$ cat src/sv/ftvn_pkg.sv
// ----------------------------------------------------------------------------
// ftvn_pkg
// Shared types and constants for the fan triangulation vertex normal core.
// ----------------------------------------------------------------------------
`default_nettype none

package ftvn_pkg;

  localparam int MAX_VERTICES_DEF = 1024;
  localparam int ACC_BITS_DEF     = 48;

  localparam int KIND_W     = 2;
  localparam int VIDX_W     = 10;
  localparam int CORNER_W   = 11;
  localparam int POS_W      = 16;
  localparam int NORM_W     = 16;
  localparam int DIFF_W     = 17;
  localparam int PROD_W     = 34;
  localparam int FACE_W     = 36;
  localparam int MAG_W      = 30;
  localparam int SQ_W       = 64;
  localparam int LEN_W      = 31;
  localparam int QUO_W      = 15;
  localparam int REM_W      = 46;
  localparam int FRAC_BITS  = 14;
  localparam int FIFO_DEPTH = 4;

  typedef enum logic [1:0] {
    KIND_LOAD,
    KIND_CORNER,
    KIND_READ,
    KIND_NOP
  } kind_t;

  typedef enum logic [1:0] {
    CC_NONE,
    CC_ONE,
    CC_TWO,
    CC_MANY
  } ccount_t;

  typedef enum logic [2:0] {
    OP_LOAD,
    OP_FACE,
    OP_ADD,
    OP_READ,
    OP_ERR,
    OP_BADREAD
  } cmd_op_t;

  typedef struct packed {
    cmd_op_t                   op;
    logic [CORNER_W-1:0]       a;
    logic [CORNER_W-1:0]       b;
    logic [CORNER_W-1:0]       c;
    logic signed [POS_W-1:0]   px;
    logic signed [POS_W-1:0]   py;
    logic signed [POS_W-1:0]   pz;
  } cmd_t;

  typedef struct packed {
    logic                      tri_valid;
    logic [VIDX_W-1:0]         tri_first;
    logic [VIDX_W-1:0]         tri_prev;
    logic [VIDX_W-1:0]         tri_cur;
    logic                      norm_valid;
    logic signed [NORM_W-1:0]  norm_x;
    logic signed [NORM_W-1:0]  norm_y;
    logic signed [NORM_W-1:0]  norm_z;
    logic                      zero_normal;
    logic                      index_error;
  } res_t;

  typedef enum logic [4:0] {
    ST_CLEAR,
    ST_IDLE,
    ST_LOAD,
    ST_VRD,
    ST_VCAP,
    ST_DIFF,
    ST_MUL,
    ST_MACC,
    ST_ARD,
    ST_AWR,
    ST_NRD,
    ST_NCAP,
    ST_NSH,
    ST_NSQ,
    ST_NSUM,
    ST_SQRT,
    ST_DINIT,
    ST_DIV,
    ST_EMIT
  } back_st_t;

endpackage

`default_nettype wire

$ cat src/sv/ftvn_cmd_fifo.sv
// ----------------------------------------------------------------------------
// ftvn_cmd_fifo
// Short command queue between the front end and the back end.
// ----------------------------------------------------------------------------
`default_nettype none

module ftvn_cmd_fifo #(
  parameter int DEPTH = ftvn_pkg::FIFO_DEPTH
) (
  input  logic           clk,
  input  logic           rst_n,
  input  logic           push_valid,
  output logic           push_ready,
  input  ftvn_pkg::cmd_t push_data,
  output logic           pop_valid,
  input  logic           pop_ready,
  output ftvn_pkg::cmd_t pop_data
);

  import ftvn_pkg::*;

  localparam int PW = $clog2(DEPTH);

  cmd_t          mem_r [DEPTH];
  logic [PW-1:0] wr_r, rd_r;
  logic [PW:0]   cnt_r;
  logic          do_push, do_pop;

  assign push_ready = (cnt_r != (PW+1)'(DEPTH));
  assign pop_valid  = (cnt_r != '0);
  assign pop_data   = mem_r[rd_r];
  assign do_push    = push_valid && push_ready;
  assign do_pop     = pop_valid && pop_ready;

  always_ff @(posedge clk) begin
    if (do_push) begin
      mem_r[wr_r] <= push_data;
    end
  end

  always_ff @(posedge clk) begin
    if (!rst_n) begin
      wr_r  <= '0;
      rd_r  <= '0;
      cnt_r <= '0;
    end else begin
      if (do_push) begin
        wr_r <= (wr_r == PW'(DEPTH-1)) ? '0 : wr_r + PW'(1);
      end
      if (do_pop) begin
        rd_r <= (rd_r == PW'(DEPTH-1)) ? '0 : rd_r + PW'(1);
      end
      unique case ({do_push, do_pop})
        2'b10:   cnt_r <= cnt_r + (PW+1)'(1);
        2'b01:   cnt_r <= cnt_r - (PW+1)'(1);
        default: cnt_r <= cnt_r;
      endcase
    end
  end

endmodule

`default_nettype wire

$ cat config.mk
export PLATFORM = sky130hd
export DESIGN_NAME = ftvn_cmd_fifo
export DESIGN_NICKNAME = d
export VERILOG_FILES = /design/src/sv/ftvn_pkg.sv /design/src/sv/ftvn_cmd_fifo.sv
export SDC_FILE = /design/constraint.sdc
export NUM_CORES = 1
export LEC_CHECK = 0
export BUFFER_PORTS_ARGS = -buffer_cell sky130_fd_sc_hd__buf_2
export CORE_MARGIN = 2
export CORE_UTILIZATION = 55
export DETAILED_ROUTE_END_ITERATION = 10
export GPL_TIMING_DRIVEN = 0
export HOLD_SLACK_MARGIN = 0.03
export PLACE_DENSITY = 0.77
export SYNTH_ARGS = -nofsm -noshare
export SYNTH_HDL_FRONTEND = slang
export SYNTH_SLANG_ARGS = --single-unit
export TNS_END_PERCENT = 100
$ cat constraint.sdc
create_clock -name clk -period 5.6 [get_ports clk]
set_input_delay 0.84 -clock clk [delete_from_list [all_inputs] [get_ports clk]]
set_output_delay 0.84 -clock clk [all_outputs]
set_load 0.05 [all_outputs]
==> flow_summary.yaml, run 1 <==
worst_setup_path:
  timing.rr.end: "cnt_r[2]$_SDFFE_PN0P_"
  start_kind: "flop"
  critPathKind: "reg2out"
  cp.required_ns: 4.76
  r2r-start: "cnt_r[2]$_SDFFE_PN0P_"
  crit_arrival_ns: 2.53
  critPathMaxFanout: 10
  endpoint_kind: "primary output"
  reg2reg_depth: 10
  reg2reg_slack_ns: 3.04
final_layout:
  multi_input_area_sq_um: 2190
  area_growth_pct: 19.7
  nets: 803
  final_common_cell: "edfxtp_1"
  fillCellCount: 1428
  final_cell_mix: "edfxtp_1, buf_2, mux4_2"
  drive_above_1_share_pct: 44.9
  seqCellArea_sq_um: 10300
  design_area_sq_um: 15100
clock_tree:
  clock_path_buffers: 3
  cts.clk_slew.worst_paths_ns: 0.06
  cts_hold_buf: 0
  cts-resized-gates: 0
  clk_latency_ns: 0.49
  numCtsBuffers: 35
  htreeDepth: 2
  cts_setup_buffers: 0
  root_buffer: "clkbuf_16"
  cts_sinks: 345
  cts_tree: "built"
synth:
  synthesis.area_sq_um: 12600
  ys_seq_elements: 345
  synth_cells: 494
  synth-seq-area-share_pct: 81.4
  syn_nets: 589
  synth.avg_cell_area_sq_um: 25.5
  yosysWarnings: 0
  ys_types: 26
place:
  placed_area_sq_um: 14000
  io_buffers: 173
  hpwl_microns: 14000
  gp_congestion: 0.720
detailed_routing:
  drc: 0
  vias_per_cell: 5.61
  wl_microns: 22400
  vias: 5719
  first_pass_iters: 4
  wl_per_cell_microns: 21.9
  drt_iter0_markers: 299
  ant_nets: 0
floorplanning:
  die_w_microns: 155
  die_area_sq_um: 24200
  num_rows: 55
  core_area_sq_um: 22600
  start_util_pct: 55.9
  die_y_microns: 155
  pin_count: 174
sta:
  worst_slew_pin_slew_ns: 0.819
  setup_violations: 0
  max_slew_margin_pct: 45.4
  skew_ns: 0.00547
  fmax_mhz: 297
  fin_crit_ns: 3.37
  rsz0062_at_grt: "no"
  finalCritPeriodShare_pct: 60.2
  final_hold_viol_count: 0
  drv_slew: 0
  setup-tns-final_ns: 0
power_and_ir_drop:
  cellLeakagePower_uw: 0.00511
  power_density_nw_per_um2: 512
  ir_drop_v: 0.000372
  finalPower_uw: 7720
global_route:
  globalRouteOverflowTotal: 0
  grt_pass1_wl_microns: 34200
  grt_use_total_pct: 18.9
  antenna_found_initial: 3
  grt_max_degree: 57
  grt_pass1_vias: 6160
min_path:
  worstHoldStart: "wr_r[1]$_SDFFE_PN0P_"
  min_path_cells: 2
  hold_class: "reg2reg"
  whs_endpoint: "wr_r[1]$_SDFFE_PN0P_"
job:
  max_cap_viol_count: 0
status:
  status: "completed"
[worst max-delay path by stage]
stage / start / endpoint / slack, ns / cells after the start
floorplan: cnt_r[2]$_SDFFE_PN0P_ / cnt_r[2]$_SDFFE_PN0P_ / 3.19 / 10
global placement: push_valid / mem_r[0][47]$_DFFE_PP_ / 2.42 / 2
detailed placement: flop / pop_data[39] / 2.68 / 4
CTS: flop / pop_data[40] / 2.12 / 4
global route: flop / pop_data[40] / 2.08 / 4
finish: flop / pop_data[40] / 2.23 / 4
[cell type report]
| type | count | area share (%) |
|---|---|---|
| clock buffers | 47 | 6.45 |
| inverters | 7 | 0.174 |
| flip-flops and latches | 345 | 68.0 |
| clock inverters | 13 | 1.04 |
| diodes | 4 | 0.0663 |
| well taps | 285 | 2.36 |
| plain buffers | 20 | 0.937 |
| repair buffers | 177 | 6.42 |
| multi-input cells | 122 | 14.5 |
[stage by stage]
stage / instances / util, % / setup slack [ns] / hold slack, ns
floorplan: 494 / - / 3.19 / 0.468
global placement: 952 / 61.3 / 2.42 / 0.478
detailed placement: 956 / 61.8 / 2.68 / 0.500
CTS: 1016 / 66.8 / 2.12 / 0.509
global route: 1018 / 66.8 / 2.08 / 0.535
finish: 1020 / 66.9 / 2.23 / 0.512
[layer usage]
metal  GRT usage (%)  share of wire (%)  vias up
met5               0                  0        -
met4            6.03                2.2        0
met3            6.16                8.1       43
met2            31.3                 50      206
met1            24.1                 39     2916
li1                -                  -     2554
[cells by family after synthesis]
logic type	count (synthesis)	share of synthesized area, %
flip-flops	345	81.4
multiplexers	85	15.1
buffers and inverters	27	1.33
AND/OR/NAND/NOR	21	0.962
AO/OA/AOI/OAI	7	0.317
adder cells (fa/ha/maj)	7	0.754
XOR/XNOR	2	0.139
[cell usage after synthesis (all sizes together)]
cell type,n,area [sq um]
edfxtp,336,10100
mux4,84,1890
buf,16,126
dfxtp,9,180
inv,7,26.3
ha,6,75.1
nand2,6,22.5
o21ai,5,25.0
and3,4,30.0
clkbuf,4,15.0
and2,3,21.3
nand3,2,10.0
nor2,2,7.51
or3,2,15.0
a21boi,1,7.51
fa,1,20.0
mux2i,1,10.0
nand4,1,6.26
o31ai,1,7.51
or3b,1,8.76
xnor2,1,8.76
xor2,1,8.76
[sequential cells by signal (all words and copies together) (netlist names), named ones only]
name and flops:
mem_r 336, wr_r 2, rd_r 2, cnt_r 3
[critical path, cell delays in order, from the launching register on]
cell and delay [ns]:
dfxtp_1 0.36, clkbuf_1 0.64, buf_2 0.41, mux4_2 0.37
buf_2 0.24
[report_power, final]
| group | internal (uW) | switching [uW] | total (uW) |
|---|---|---|---|
| Combinational | 712 | 1570 | 2280 |
| Sequential | 3110 | 65.6 | 3170 |
| Clock | 1400 | 872 | 2270 |
(Power assumes the default switching activity.)
==> run 2: changes to the inputs <==
--- a/config.mk
+++ b/config.mk
@@ -5,13 +5,14 @@
 export SDC_FILE = /design/constraint.sdc
 export NUM_CORES = 1
 export LEC_CHECK = 0
+export ABC_AREA = 1
 export BUFFER_PORTS_ARGS = -buffer_cell sky130_fd_sc_hd__buf_2
 export CORE_MARGIN = 2
 export CORE_UTILIZATION = 55
 export DETAILED_ROUTE_END_ITERATION = 10
 export GPL_TIMING_DRIVEN = 0
 export HOLD_SLACK_MARGIN = 0.03
-export PLACE_DENSITY = 0.77
+export PLACE_DENSITY = 0.76
 export SYNTH_ARGS = -nofsm -noshare
 export SYNTH_HDL_FRONTEND = slang
 export SYNTH_SLANG_ARGS = --single-unit
==> constraint.sdc (replaced) <==
create_clock -name clk -period 3.3 [get_ports clk]
set_input_delay 0.495 -clock clk [delete_from_list [all_inputs] [get_ports clk]]
set_output_delay 0.495 -clock clk [all_outputs]
set_load 0.05 [all_outputs]
==> flow_summary.yaml, run 2 <==
place:
  gp_congestion: 0.747
  post-place-ws_ns: 0.873
  io_buffers: 173
  hpwl_microns: 17900
  dp.cells: 1391
sta:
  worst_slew_pin_slew_ns: 0.776
  skew_ns: 0.0131
  setup_violations: 0
  finalCritPeriodShare_pct: 90.1
  fin_crit_ns: 2.97
  max_slew_margin_pct: 48.1
  final_hold_viol_count: 0
  worst_slack_ns: 0.328
  rsz0062_at_grt: "no"
  setup-tns-final_ns: 0
  fmax_mhz: 336
  drv_slew: 0
final_layout:
  nets: 1200
  fillCellCount: 1702
  top_register: "mem_r"
  largest_reg_flops: 336
  seqCellArea_sq_um: 10300
  multi_input_area_sq_um: 2890
  drive_above_1_share_pct: 32.4
  fin_util_pct: 67.3
  area_growth_pct: 20.1
  stdcell_count: 1457
  top_regs: "mem_r: 336 flops, cnt_r: 3 flops"
  final_cell_mix: "edfxtp_1, buf_2, nor2_1"
  final_common_cell: "edfxtp_1"
min_path:
  hold_class: "in2reg"
synth:
  synth.avg_cell_area_sq_um: 15.4
  syn_nets: 976
  ys_seq_elements: 345
  synth_edf_count: 336
  synth_top_area_share_pct: 74.3
  synthTopCellsByArea: "edfxtp_1, o21ai_0, nor2_1, o22ai_2, nor2_4"
  ys_types: 26
  yosysWarnings: 0
  synthesis.area_sq_um: 13600
  synth_cells: 881
  synth_top_area_cell: "edfxtp_1"
  synthTopCellsByCount: "edfxtp_1, nor2_1, o21ai_0"
  synthFlopType: "edfxtp_1"
  async_flop_share_pct: 0
  synth-seq-area-share_pct: 75.6
  yosysMostFrequentCell: "edfxtp_1"
detailed_routing:
  vias: 8029
  drc: 0
  wl_microns: 28700
  drt_iter0_markers: 572
  wl_per_cell_microns: 19.7
  vias_per_cell: 5.51
  first_pass_iters: 7
  ant_nets: 0
clock_tree:
  cts_tree: "built"
  htreeDepth: 2
  clk_latency_ns: 0.51
  clock_path_buffers: 3
  cts.clk_slew.worst_paths_ns: 0.06
  cts_sinks: 345
  numCtsBuffers: 36
  cts-resized-gates: 0
  cts_setup_buffers: 0
  root_buffer: "clkbuf_16"
  cts_hold_buf: 0
global_route:
  globalRouteOverflowTotal: 0
  grt_max_degree: 31
  grt_use_total_pct: 21.8
  antenna_found_initial: 2
  grt_pass1_wl_microns: 43300
  grt_pass1_vias: 8042
worst_setup_path:
  start_kind: "flop"
  endpoint_kind: "primary output"
  cp.required_ns: 2.80
  critPathKind: "reg2out"
  critPathMaxFanout: 10
  crit_arrival_ns: 2.48
floorplanning:
  core_area_sq_um: 24200
  pin_count: 174
  start_util_pct: 56.0
  die_area_sq_um: 26000
  die_w_microns: 161
  die_y_microns: 161
  num_rows: 57
power_and_ir_drop:
  power_density_nw_per_um2: 923
  ir_drop_v: 0.000751
  cellLeakagePower_uw: 0.00572
  finalPower_uw: 15100
status:
  status: "completed"
job:
  max_cap_viol_count: 0
[run 2: area by class of cell]
| class | count | area share (%) |
|---|---|---|
| buffer | 54 | 2.31 |
| antenna | 1 | 0.0153 |
| sequential | 345 | 63.0 |
| multi-input combinational | 465 | 17.7 |
| clock buffer | 53 | 6.23 |
| timing repair buffer | 186 | 7.09 |
| tap | 324 | 2.49 |
| clock inverter | 12 | 0.759 |
| inverter | 17 | 0.422 |
[run 2: final timing paths]
check                                           start                      to  slack, ns  cells past startpoint
worst max-delay path                             flop             pop_data[4]       0.33                      5
worst min-delay path                    push_data[51]  mem_r[3][51]$_DFFE_PP_       0.20                      1
worst max register to register  cnt_r[1]$_SDFFE_PN0P_  mem_r[2][31]$_DFFE_PP_       0.99                      6
worst min register to register  cnt_r[0]$_SDFFE_PN0P_   cnt_r[0]$_SDFFE_PN0P_       0.56                      2
[run 2: metal layers]
layer | share of wire (%) | track usage, % | vias to the layer above
li1 | - | - | 3760
met1 | 41 | 28.7 | 3932
met2 | 51 | 36.8 | 288
met3 | 6.2 | 3.78 | 49
met4 | 2.5 | 8.32 | 0
met5 | 0 | 0 | -
[run 2: critical path: stages (launching register included)]
cell and delay [ns]:
dfxtp_1 0.60, buf_6 0.26, clkbuf_1 0.47, nor2_1 0.14, o22ai_2 0.19, buf_2 0.30
[run 2: power breakdown]
part / total, uW / internal (uW) / switching [uW]
registers: 5380 / 5260 / 122
logic: 5800 / 1440 / 4360
clock network: 3880 / 2300 / 1580
[run 2: metrics by stage]
stage,hold WS [ns],cell area (sq um)
2_1_floorplan,0.483,13600
3_3_place_gp,0.513,14900
3_5_place_dp,0.558,15200
4_1_cts,0.181,16300
5_1_grt,0.184,16300
6_report,0.199,16300
[run 2: cells by family (layout without fill, tap and decap cells)]
family,after synthesis,after routing,share of synthesized area [%]
fa+ha+maj,7,7,0.700
flops,345,345,75.6
other cells,0,1,0
buf+inv,71,322,3.28
compound gates,257,257,12.5
simple gates,201,201,7.86
