File: config.mk
export PLATFORM = sky130hd
export DESIGN_NAME = ftvn_front
export DESIGN_NICKNAME = d
export VERILOG_FILES = /design/src/sv/ftvn_pkg.sv /design/src/sv/ftvn_front.sv
export SDC_FILE = /design/constraint.sdc
export NUM_CORES = 1
export LEC_CHECK = 0
export BUFFER_PORTS_ARGS = -buffer_cell sky130_fd_sc_hd__buf_2
export CORE_UTILIZATION = 47
export CTS_CLUSTER_DIAMETER = 60
export DETAILED_ROUTE_END_ITERATION = 7
export HOLD_SLACK_MARGIN = 0.12
export PLACE_DENSITY = 0.87
export SLEW_MARGIN = 20
export SYNTH_ARGS = -nofsm -noshare
export SYNTH_HDL_FRONTEND = slang
export SYNTH_SLANG_ARGS = --single-unit
File: constraint.sdc
create_clock -name clk -period 4 [get_ports clk]
set_input_delay 0.2 -clock clk [delete_from_list [all_inputs] [get_ports clk]]
set_output_delay 0.2 -clock clk [all_outputs]
set_load 0.005 [all_outputs]
File: src/sv/ftvn_pkg.sv
// ----------------------------------------------------------------------------
// ftvn_pkg
// Shared types and constants for the fan triangulation vertex normal core.
// ----------------------------------------------------------------------------
`default_nettype none

package ftvn_pkg;

  localparam int MAX_VERTICES_DEF = 1024;
  localparam int ACC_BITS_DEF     = 48;

  localparam int KIND_W     = 2;
  localparam int VIDX_W     = 10;
  localparam int CORNER_W   = 11;
  localparam int POS_W      = 16;
  localparam int NORM_W     = 16;
  localparam int DIFF_W     = 17;
  localparam int PROD_W     = 34;
  localparam int FACE_W     = 36;
  localparam int MAG_W      = 30;
  localparam int SQ_W       = 64;
  localparam int LEN_W      = 31;
  localparam int QUO_W      = 15;
  localparam int REM_W      = 46;
  localparam int FRAC_BITS  = 14;
  localparam int FIFO_DEPTH = 4;

  typedef enum logic [1:0] {
    KIND_LOAD,
    KIND_CORNER,
    KIND_READ,
    KIND_NOP
  } kind_t;

  typedef enum logic [1:0] {
    CC_NONE,
    CC_ONE,
    CC_TWO,
    CC_MANY
  } ccount_t;

  typedef enum logic [2:0] {
    OP_LOAD,
    OP_FACE,
    OP_ADD,
    OP_READ,
    OP_ERR,
    OP_BADREAD
  } cmd_op_t;

  typedef struct packed {
    cmd_op_t                   op;
    logic [CORNER_W-1:0]       a;
    logic [CORNER_W-1:0]       b;
    logic [CORNER_W-1:0]       c;
    logic signed [POS_W-1:0]   px;
    logic signed [POS_W-1:0]   py;
    logic signed [POS_W-1:0]   pz;
  } cmd_t;

  typedef struct packed {
    logic                      tri_valid;
    logic [VIDX_W-1:0]         tri_first;
    logic [VIDX_W-1:0]         tri_prev;
    logic [VIDX_W-1:0]         tri_cur;
    logic                      norm_valid;
    logic signed [NORM_W-1:0]  norm_x;
    logic signed [NORM_W-1:0]  norm_y;
    logic signed [NORM_W-1:0]  norm_z;
    logic                      zero_normal;
    logic                      index_error;
  } res_t;

  typedef enum logic [4:0] {
    ST_CLEAR,
    ST_IDLE,
    ST_LOAD,
    ST_VRD,
    ST_VCAP,
    ST_DIFF,
    ST_MUL,
    ST_MACC,
    ST_ARD,
    ST_AWR,
    ST_NRD,
    ST_NCAP,
    ST_NSH,
    ST_NSQ,
    ST_NSUM,
    ST_SQRT,
    ST_DINIT,
    ST_DIV,
    ST_EMIT
  } back_st_t;

endpackage

`default_nettype wire

File: src/sv/ftvn_front.sv
// ----------------------------------------------------------------------------
// ftvn_front
// Accepts input beats, checks indices, tracks polygon corners and issues
// commands to the back end.
// ----------------------------------------------------------------------------
`default_nettype none

module ftvn_front #(
  parameter int MAX_VERTICES = ftvn_pkg::MAX_VERTICES_DEF
) (
  input  logic                                 clk,
  input  logic                                 rst_n,
  input  logic                                 in_valid,
  output logic                                 in_ready,
  input  logic [ftvn_pkg::KIND_W-1:0]          in_kind,
  input  logic [ftvn_pkg::VIDX_W-1:0]          in_vertex_index,
  input  logic [ftvn_pkg::CORNER_W-1:0]        in_corner_number,
  input  logic                                 in_poly_start,
  input  logic signed [ftvn_pkg::POS_W-1:0]    in_pos_x,
  input  logic signed [ftvn_pkg::POS_W-1:0]    in_pos_y,
  input  logic signed [ftvn_pkg::POS_W-1:0]    in_pos_z,
  input  logic                                 cfg_valid,
  output logic                                 cfg_ready,
  input  logic [ftvn_pkg::CORNER_W-1:0]        cfg_vertices_in_use,
  input  logic                                 run_en,
  output logic                                 q_valid,
  input  logic                                 q_ready,
  output ftvn_pkg::cmd_t                       q_cmd
);

  import ftvn_pkg::*;

  localparam logic [16:0] MAXV = 17'(MAX_VERTICES);

  logic [CORNER_W-1:0] viu_r;
  ccount_t             cnt_r, cnt_nxt;
  logic [CORNER_W-1:0] first_r, first_nxt;
  logic [CORNER_W-1:0] prev_r, prev_nxt;
  logic                accept;
  logic                corner_bad;
  logic                read_bad;
  logic [CORNER_W-1:0] cur;

  assign in_ready  = run_en && q_ready;
  assign cfg_ready = 1'b1;
  assign accept    = in_valid && in_ready;

  always_comb begin
    cur        = in_corner_number - CORNER_W'(1);
    corner_bad = (in_corner_number == '0) || (in_corner_number > viu_r) ||
                 (17'(in_corner_number) > MAXV);
    read_bad   = (CORNER_W'(in_vertex_index) >= viu_r) ||
                 (17'(in_vertex_index) >= MAXV);
    cnt_nxt    = cnt_r;
    first_nxt  = first_r;
    prev_nxt   = prev_r;
    q_valid    = 1'b0;
    q_cmd.op   = OP_LOAD;
    q_cmd.a    = CORNER_W'(in_vertex_index);
    q_cmd.b    = prev_r;
    q_cmd.c    = cur;
    q_cmd.px   = in_pos_x;
    q_cmd.py   = in_pos_y;
    q_cmd.pz   = in_pos_z;
    if (accept) begin
      unique case (kind_t'(in_kind))
        KIND_LOAD: begin
          q_valid = (17'(in_vertex_index) < MAXV);
        end
        KIND_CORNER: begin
          priority if (corner_bad) begin
            q_valid  = 1'b1;
            q_cmd.op = OP_ERR;
          end else if (in_poly_start || cnt_r == CC_NONE) begin
            first_nxt = cur;
            prev_nxt  = cur;
            cnt_nxt   = CC_ONE;
          end else if (cnt_r == CC_ONE) begin
            prev_nxt = cur;
            cnt_nxt  = CC_TWO;
          end else begin
            q_valid  = 1'b1;
            q_cmd.op = (cnt_r == CC_TWO) ? OP_FACE : OP_ADD;
            q_cmd.a  = first_r;
            prev_nxt = cur;
            cnt_nxt  = CC_MANY;
          end
        end
        KIND_READ: begin
          q_valid  = 1'b1;
          q_cmd.op = read_bad ? OP_BADREAD : OP_READ;
        end
        KIND_NOP: begin
          q_valid = 1'b0;
        end
        default: begin
          q_valid = 1'b0;
        end
      endcase
    end
  end

  always_ff @(posedge clk) begin
    if (!rst_n) begin
      viu_r   <= '0;
      cnt_r   <= CC_NONE;
      first_r <= '0;
      prev_r  <= '0;
    end else begin
      if (cfg_valid && cfg_ready) begin
        viu_r <= cfg_vertices_in_use;
      end
      cnt_r   <= cnt_nxt;
      first_r <= first_nxt;
      prev_r  <= prev_nxt;
    end
  end

endmodule

`default_nettype wire

==> summary.md, run 1 <==
| Metric | Value |
|---|---|
| # clock sinks | `35` |
| Multi-input logic area | `0.001598 mm^2` |
| CTS Root Cell | `clkbuf_8` |
| Die H | `79.21 um` |
| Final hold vios | `0` |
| DRT iter0 DRCs | `106` |
| Cell variety after synth | `47` |
| Layout cells sized above 1 | `0.3029` |
| CP arrival | `2800 ps` |
| CTS tree | `yes` |
| Drt drc | `0` |
| Worst stage delay on the critical path | `440 ps` |
| Die area | `0.006273 mm^2` |
| WS Path Type | `flip-flop to primary output` |
| Min-Delay Path Class | `input port to flip-flop` |
| Crit path time final | `2996 ps` |
| I/O pin count | `176` |
| Slowest cell on crit path | `nor4b_4` |
| Reg area | `700.7 um^2` |
| Area leader, netlist | `dfxtp_1` |
| # Post-CTS Setup Buffers | `0` |
| Endpoints failing setup | `0` |
| RSZ-0062 raised after global routing | `false` |
| Synth top area share | `0.2501` |
| Top_reg_cell synth | `dfxtp_1` |
| 1st-pass router iterations | `4` |
| Row count | `27` |
| Clock tree buffer depth | `2` |
| Headroom to the max-slew limit | `0.5106` |
| Post-synthesis register bit count | `35` |
| Setup_tns | `0 ps` |
| Final setup skew | `7.588 ps` |
| ANT cells | `0` |
| Syn_area_per_cell | `8.979 um^2` |
| Core Box Area | `0.005642 mm^2` |
| Peak VDD IR | `0.1884 mV` |
| Worst slew pin tran | `734.1 ps` |
| Hold_ws | `162.6 ps` |
| Post-Route WL | `6550 um` |
| Pwr/cell area | `272.0 mW/mm^2` |
| Vias | `2265` |
| EDFF count, synth | `0` |
| DP HPWL | `5164 um` |
| Max FO, Critical Path | `10` |
| CP required | `3800 ps` |
| Vias in the first global route | `2219` |
| First-pass GRT wire length | `10430 um` |
| Max Slew Vio Count | `0` |
| Post_cts resized | `0` |
| Worst Path Buf+Inv | `2` |
| Syn Nets | `429` |
| Initial Utilization | `0.4966` |
| Filler instances | `509` |
| Largest net degree at the start of global routing | `48` |
| Synth top area cells | `dfxtp_1 25%, buf_4 13%, ha_1 13%, mux2i_1 12%, mux2_4 5.4%` |
| Die W | `79.21 um` |
| F_max | `333.8 MHz` |
| YS warnings | `0` |
| Sequential area share after synthesis | `0.2501` |
| Vias per cell | `5.498` |
| Initial antenna violation count | `0` |
| Worst-Skew Late Latency | `290 ps` |
| Port-buffer cells | `78` |
| GRT Residual Overflow | `0` |
| Routed WL per cell | `15.90 um` |
| Worst-path clk slew | `70 ps` |
| Max_cap viols | `0` |
| Crit path max-delay family | `compound AO/OA/AOI/OAI gates` |
| Antenna Violating Nets Remaining | `0` |
| CTS buffer count | `5` |
| Static Leakage | `0.001511 uW` |
| CP Capture Type | `primary output` |
| Critical path launch point type | `flip-flop` |
| Nets | `456` |
| Final core utilization | `0.5261` |
| Synth Cell Area | `0.002801 mm^2` |
| H-tree depth reported by CTS | `2` |
| Layout area overhead | `5.940%` |
| # hold bufs at CTS | `0` |
| Crit-path cells | `inv_1, ha_1, a21o_1, a21oi_1, nor4b_4, o2111ai_4, mux2_4, buf_2` |
| Status | `finished clean` |
| Synth Instances | `312` |
| Placer Congestion | `0.8172` |
| FFs w/ async S/R, synth | `0` |
| Tcrit/Tclk final | `0.7490` |
| GRT Util Overall | `0.2158` |
Yosys cell counts, types with 2 or more instances:
| master | n |
|---|---|
| nor3_1 | 4 |
| clkbuf_1 | 7 |
| nand2_1 | 40 |
| a21oi_1 | 4 |
| nor2b_1 | 12 |
| o21a_1 | 2 |
| xor2_1 | 5 |
| nor4_1 | 2 |
| nor2_1 | 7 |
| buf_4 | 49 |
| ha_1 | 28 |
| and3_1 | 4 |
| buf_6 | 2 |
| o2111ai_1 | 2 |
| a21o_1 | 3 |
| inv_1 | 22 |
| nand3_1 | 4 |
| a211oi_1 | 2 |
| dfxtp_1 | 35 |
| nand4_1 | 4 |
| mux2_4 | 10 |
| o21ai_0 | 4 |
| mux2i_1 | 33 |
| o31ai_1 | 4 |
worst paths after layout:
| path | start | endpoint | slack [ps] | depth (start not counted) |
|---|---|---|---|---|
| worst max-delay path | viu_r[9] | q_cmd[76] | 1000 | 8 |
| worst min-delay path | cfg_vertices_in_use[1] | viu_r[1] | 160 | 3 |
| worst max register to register | viu_r[9] | prev_r[8] | 1460 | 7 |
| worst min register to register | prev_r[9] | prev_r[9] | 460 | 2 |
sequential cells by signal (all words and copies together), names as in the netlist:
register	count
prev_r	11
first_r	11
viu_r	11
cnt_r	2
power by group:
part           internal [uW]  switching, uW  leakage (uW)
clock                    140            134     0.0000474
combinational           77.1           95.0       0.00118
sequential               356           4.43      0.000284
total                    573            234       0.00151
per-stage QoR:
step                setup WS, ps  instance area (um^2)  cells  total power (uW)
floorplan                   1714                  2801    312             511.0
global placement            1354                  2869    404             530.2
detailed placement          1296                  2869    404             537.3
CTS                         1019                  2968    412             812.6
global route               828.1                  2968    412             850.1
finish                      1004                  2968    412             807.2
layout by cell type (no fill, tap or decap), drive strengths merged, types with 2 or more instances in the layout:
master / n
nor2: 7
o21a: 2
mux2i: 33
buf: 79
and3: 4
o31ai: 4
inv: 22
dfxtp: 35
o21ai: 4
a211oi: 2
a21o: 3
a21oi: 4
xor2: 5
nor2b: 12
nand2: 40
ha: 28
o2111ai: 3
or4: 2
nand4: 4
nor4: 2
nor3: 5
nand3: 4
mux2: 10
clkbuf: 6
cells by family after synthesis:
kind of cell | count (synthesis) | share of synthesized area
AO/OA/AOI/OAI | 31 | 0.08754
XOR/XNOR | 6 | 0.02144
adder cells (fa/ha/maj) | 28 | 0.1251
buffers and inverters | 81 | 0.1795
flip-flops | 35 | 0.2501
multiplexers | 43 | 0.1715
other | 1 | 0.001339
AND/OR/NAND/NOR | 87 | 0.1635
layer usage:
metal | vias up | wire length, um | GRT usage
met3 | 36 | 474 | 0.05402
met4 | 0 | 279 | 0.1273
li1 | 1079 | - | -
met1 | 1057 | 2528 | 0.2302
met2 | 93 | 3267 | 0.3819
met5 | - | 0 | 0
worst reg2reg max path, cell delays in order (launching register included):
cell	delay, ps
dfxtp_1	340
inv_1	70
ha_1	320
a21o_1	200
a21oi_1	210
nor4b_4	440
o2111a_1	640
mux2i_1	250
layout make-up:
class,count,area share
inverter,22,0.02782
multi-input combinational,196,0.5384
clock inverter,2,0.005481
clock buffer,6,0.02782
tap,72,0.03035
sequential,35,0.2361
timing repair buffer,79,0.1341
Power figures use the tool's default switching activity.
==> inputs of run 2 (changes only) <==
- CORE_UTILIZATION: 47 -> 44
- PLACE_DENSITY: 0.87 -> 0.82
- clock period: 4 -> 2.79 ns (I/O delays scaled with it)
==> run 2 against run 1 <==
Compared with the run above:
- utilization fell by 1.5 points
- die area rose by 6.6%
- critical path depth up 1
- clock power up 45%
- non-clock buffer count grew 10
- largest power group unchanged
- first-iteration DRC count grew 18%
==> summary.md, run 2 (synthesis results as in run 1) <==
| Metric | Value |
|---|---|
| Status | `finished clean` |
| Most common cell after layout, fill and taps aside | `buf_2` |
| Worst stage delay on the critical path | `330 ps (-110 ps)` |
| Largest net degree at the start of global routing | `48 (unchanged)` |
| Headroom to the max-slew limit | `0.5069 (-0.003653)` |
| CTS Root Cell | `clkbuf_8` |
| Power share of the sequential group | `0.442 (-0.004)` |
| Nets | `466 (+2.2%)` |
| Antenna Violating Nets Remaining | `0 (unchanged)` |
| Die area | `0.006690 mm^2 (+6.6%)` |
| GRT Residual Overflow | `0 (unchanged)` |
| First-pass GRT wire length | `9473 um (-9.2%)` |
| Max FO, Critical Path | `10 (unchanged)` |
| Setup_tns | `0 ps (unchanged)` |
| CP required | `2650 ps (-1150 ps)` |
| Clock share of power | `0.342 (+0.002)` |
| Vias per cell | `5.127 (-6.7%)` |
| Worst slew pin tran | `739.6 ps (+5.480 ps)` |
| CTS tree | `yes` |
| Final setup skew | `3.688 ps (-3.900 ps)` |
| Slowest cell on crit path | `dfxtp_1` |
| Placer Congestion | `0.8529 (+4.4%)` |
| Worst-Skew Late Latency | `290 ps (about the same)` |
| Reg area | `700.7 um^2 (unchanged)` |
| Final worst slack | `177.1 ps (-827.0 ps)` |
| Tcrit/Tclk final | `0.9365` |
| Layout area overhead | `9.826%` |
| Core Box Area | `0.006026 mm^2 (+6.8%)` |
| Vias in the first global route | `2077 (-6.4%)` |
| Switch share | `0.2897 (about the same)` |
| Pwr/cell area | `380.0 mW/mm^2 (+40%)` |
| Row count | `28 (+3.7%)` |
| H-tree depth reported by CTS | `2 (unchanged)` |
| Commonest non-fill, non-tap cells in the layout | `78 x buf_2, 40 x nand2_1, 35 x dfxtp_1` |
| Dpl ws | `169.5 ps (-1127 ps)` |
| 1st-pass router iterations | `4 (unchanged)` |
| Largest regs | `first_r: 11 flops, prev_r: 11 flops, viu_r: 11 flops` |
| ANT cells | `0 (unchanged)` |
| Post-route insts no fill | `425 (+3.2%)` |
| Die W | `81.79 um (+3.3%)` |
| Filler instances | `563 (+11%)` |
| Crit path time final | `2613 ps` |
| Worst Path Buf+Inv | `3 (+1)` |
| CTS buffer count | `5 (unchanged)` |
| # clock sinks | `35 (unchanged)` |
| Drt drc | `0 (unchanged)` |
| Min-Delay Path Class | `input port to flip-flop` |
| F_max | `382.7 MHz` |
| DRT iter0 DRCs | `125 (+18%)` |
| Final core utilization | `0.5106 (-0.01547)` |
| Port-buffer cells | `78 (unchanged)` |
| Vias | `2179 (-3.8%)` |
| Layout cells sized above 1 | `0.3029 (about the same)` |
| Peak VDD IR | `0.3448 mV (+83%)` |
| Max Slew Vio Count | `0 (unchanged)` |
| Crit path max-delay family | `compound AO/OA/AOI/OAI gates` |
| DP HPWL | `4935 um (-4.4%)` |
| Net switching power figure | `338.7 uW (+45%)` |
| # placed instances | `408 (+0.99%)` |
| Tot Pwr | `1169 uW (+45%)` |
| Routed WL per cell | `14.65 um (-7.9%)` |
| Die H | `81.79 um (+3.3%)` |
| Clock tree buffer depth | `2 (unchanged)` |
| WS Path Type | `flip-flop to primary output` |
| Multi-input logic area | `0.001598 mm^2 (unchanged)` |
| Internal | `830.5 uW (+45%)` |
| Max_cap viols | `0 (unchanged)` |
| Endpoints failing setup | `0 (unchanged)` |
| Final hold vios | `0 (unchanged)` |
| CP Capture Type | `primary output` |
| Worst-path clk slew | `70 ps (about the same)` |
| CP arrival | `2470 ps (-330 ps)` |
| Static Leakage | `0.001562 uW (+3.3%)` |
| Comb power frac | `0.216 (+0.003)` |
| Crit-path cells | `inv_1, ha_1, a21o_1, a21oi_1, nor4b_4, o2111ai_4, buf_12, mux2_4, buf_2` |
| I/O pin count | `176 (unchanged)` |
| Initial antenna violation count | `0 (unchanged)` |
| Critical path launch point type | `flip-flop` |
| Post_cts resized | `0 (unchanged)` |
| Initial Utilization | `0.4649 (-0.03165)` |
| Post-Route WL | `6226 um (-4.9%)` |
| GRT Util Overall | `0.1883 (-0.02757)` |
| RSZ-0062 raised after global routing | `false` |
==> run 2: changes by cell type in the layout (fill, tap and decap cells not counted), sizes merged <==
cell	delta
buf	+3
dlygate4sd3	+7
==> run 2: final cells by class <==
| class | instances | area share |
|---|---|---|
| clock buffers | 6 | 0.02684 |
| clock inverters | 2 | 0.005287 |
| inverters | 22 | 0.02684 |
| multi-input cells | 196 | 0.5193 |
| flip-flops and latches | 35 | 0.2277 |
| well taps | 75 | 0.03050 |
| repair buffers | 89 | 0.1635 |
==> run 2: worst paths after layout <==
check	cells past startpoint	endpoint	slack, ps	start
worst max-delay path	9	q_cmd[72]	180	viu_r[9]
worst min-delay path	3	viu_r[4]	130	cfg_vertices_in_use[4]
worst max register to register	8	prev_r[10]	450	viu_r[9]
worst min register to register	2	prev_r[9]	460	prev_r[9]
==> run 2: power groups by stage <==
stage / Clock [uW] / Sequential [uW] / Combinational, uW
finish: 400 / 516 / 253
global route: 428 / 517 / 283
CTS: 407 / 516 / 253
detailed placement: 0 / 528 / 241
global placement: 0 / 528 / 233
floorplan: 0 / 526 / 206
==> run 2: repair_timing <==
item,in CTS,in global routing
endpoints found under the setup margin,10,10
endpoints found under the hold margin,7,0
buffers inserted,1,1
hold buffers,7,0
pin swaps,1,1
==> run 2: through the flow <==
stage | hold WS, ps | instance area [um^2]
final | 125.8 | 3077
after global routing | 128.9 | 3077
after CTS | 128.7 | 3057
after detailed placement | 279.0 | 2880
after global placement | 279.0 | 2880
after floorplan | 308.9 | 2801
==> run 2: worst register-to-register path: cells and delay by family, from the launching register on <==
kind                       cells  cell delay (ps)
and+or+nand+nor                2              640
DFF                            1              330
buffers and inverters          2              260
adders and majority gates      1              310
AOI/OAI and AO/OA              3              700
==> run 2: routing by layer <==
layer,routed length (um),share of wire,up-vias,global-route usage
met4,89,0.014,0,0.07719
met3,502,0.081,11,0.04222
li1,-,-,1095,-
met1,2721,0.44,991,0.2312
met5,0,0,-,0
met2,2912,0.47,82,0.3149
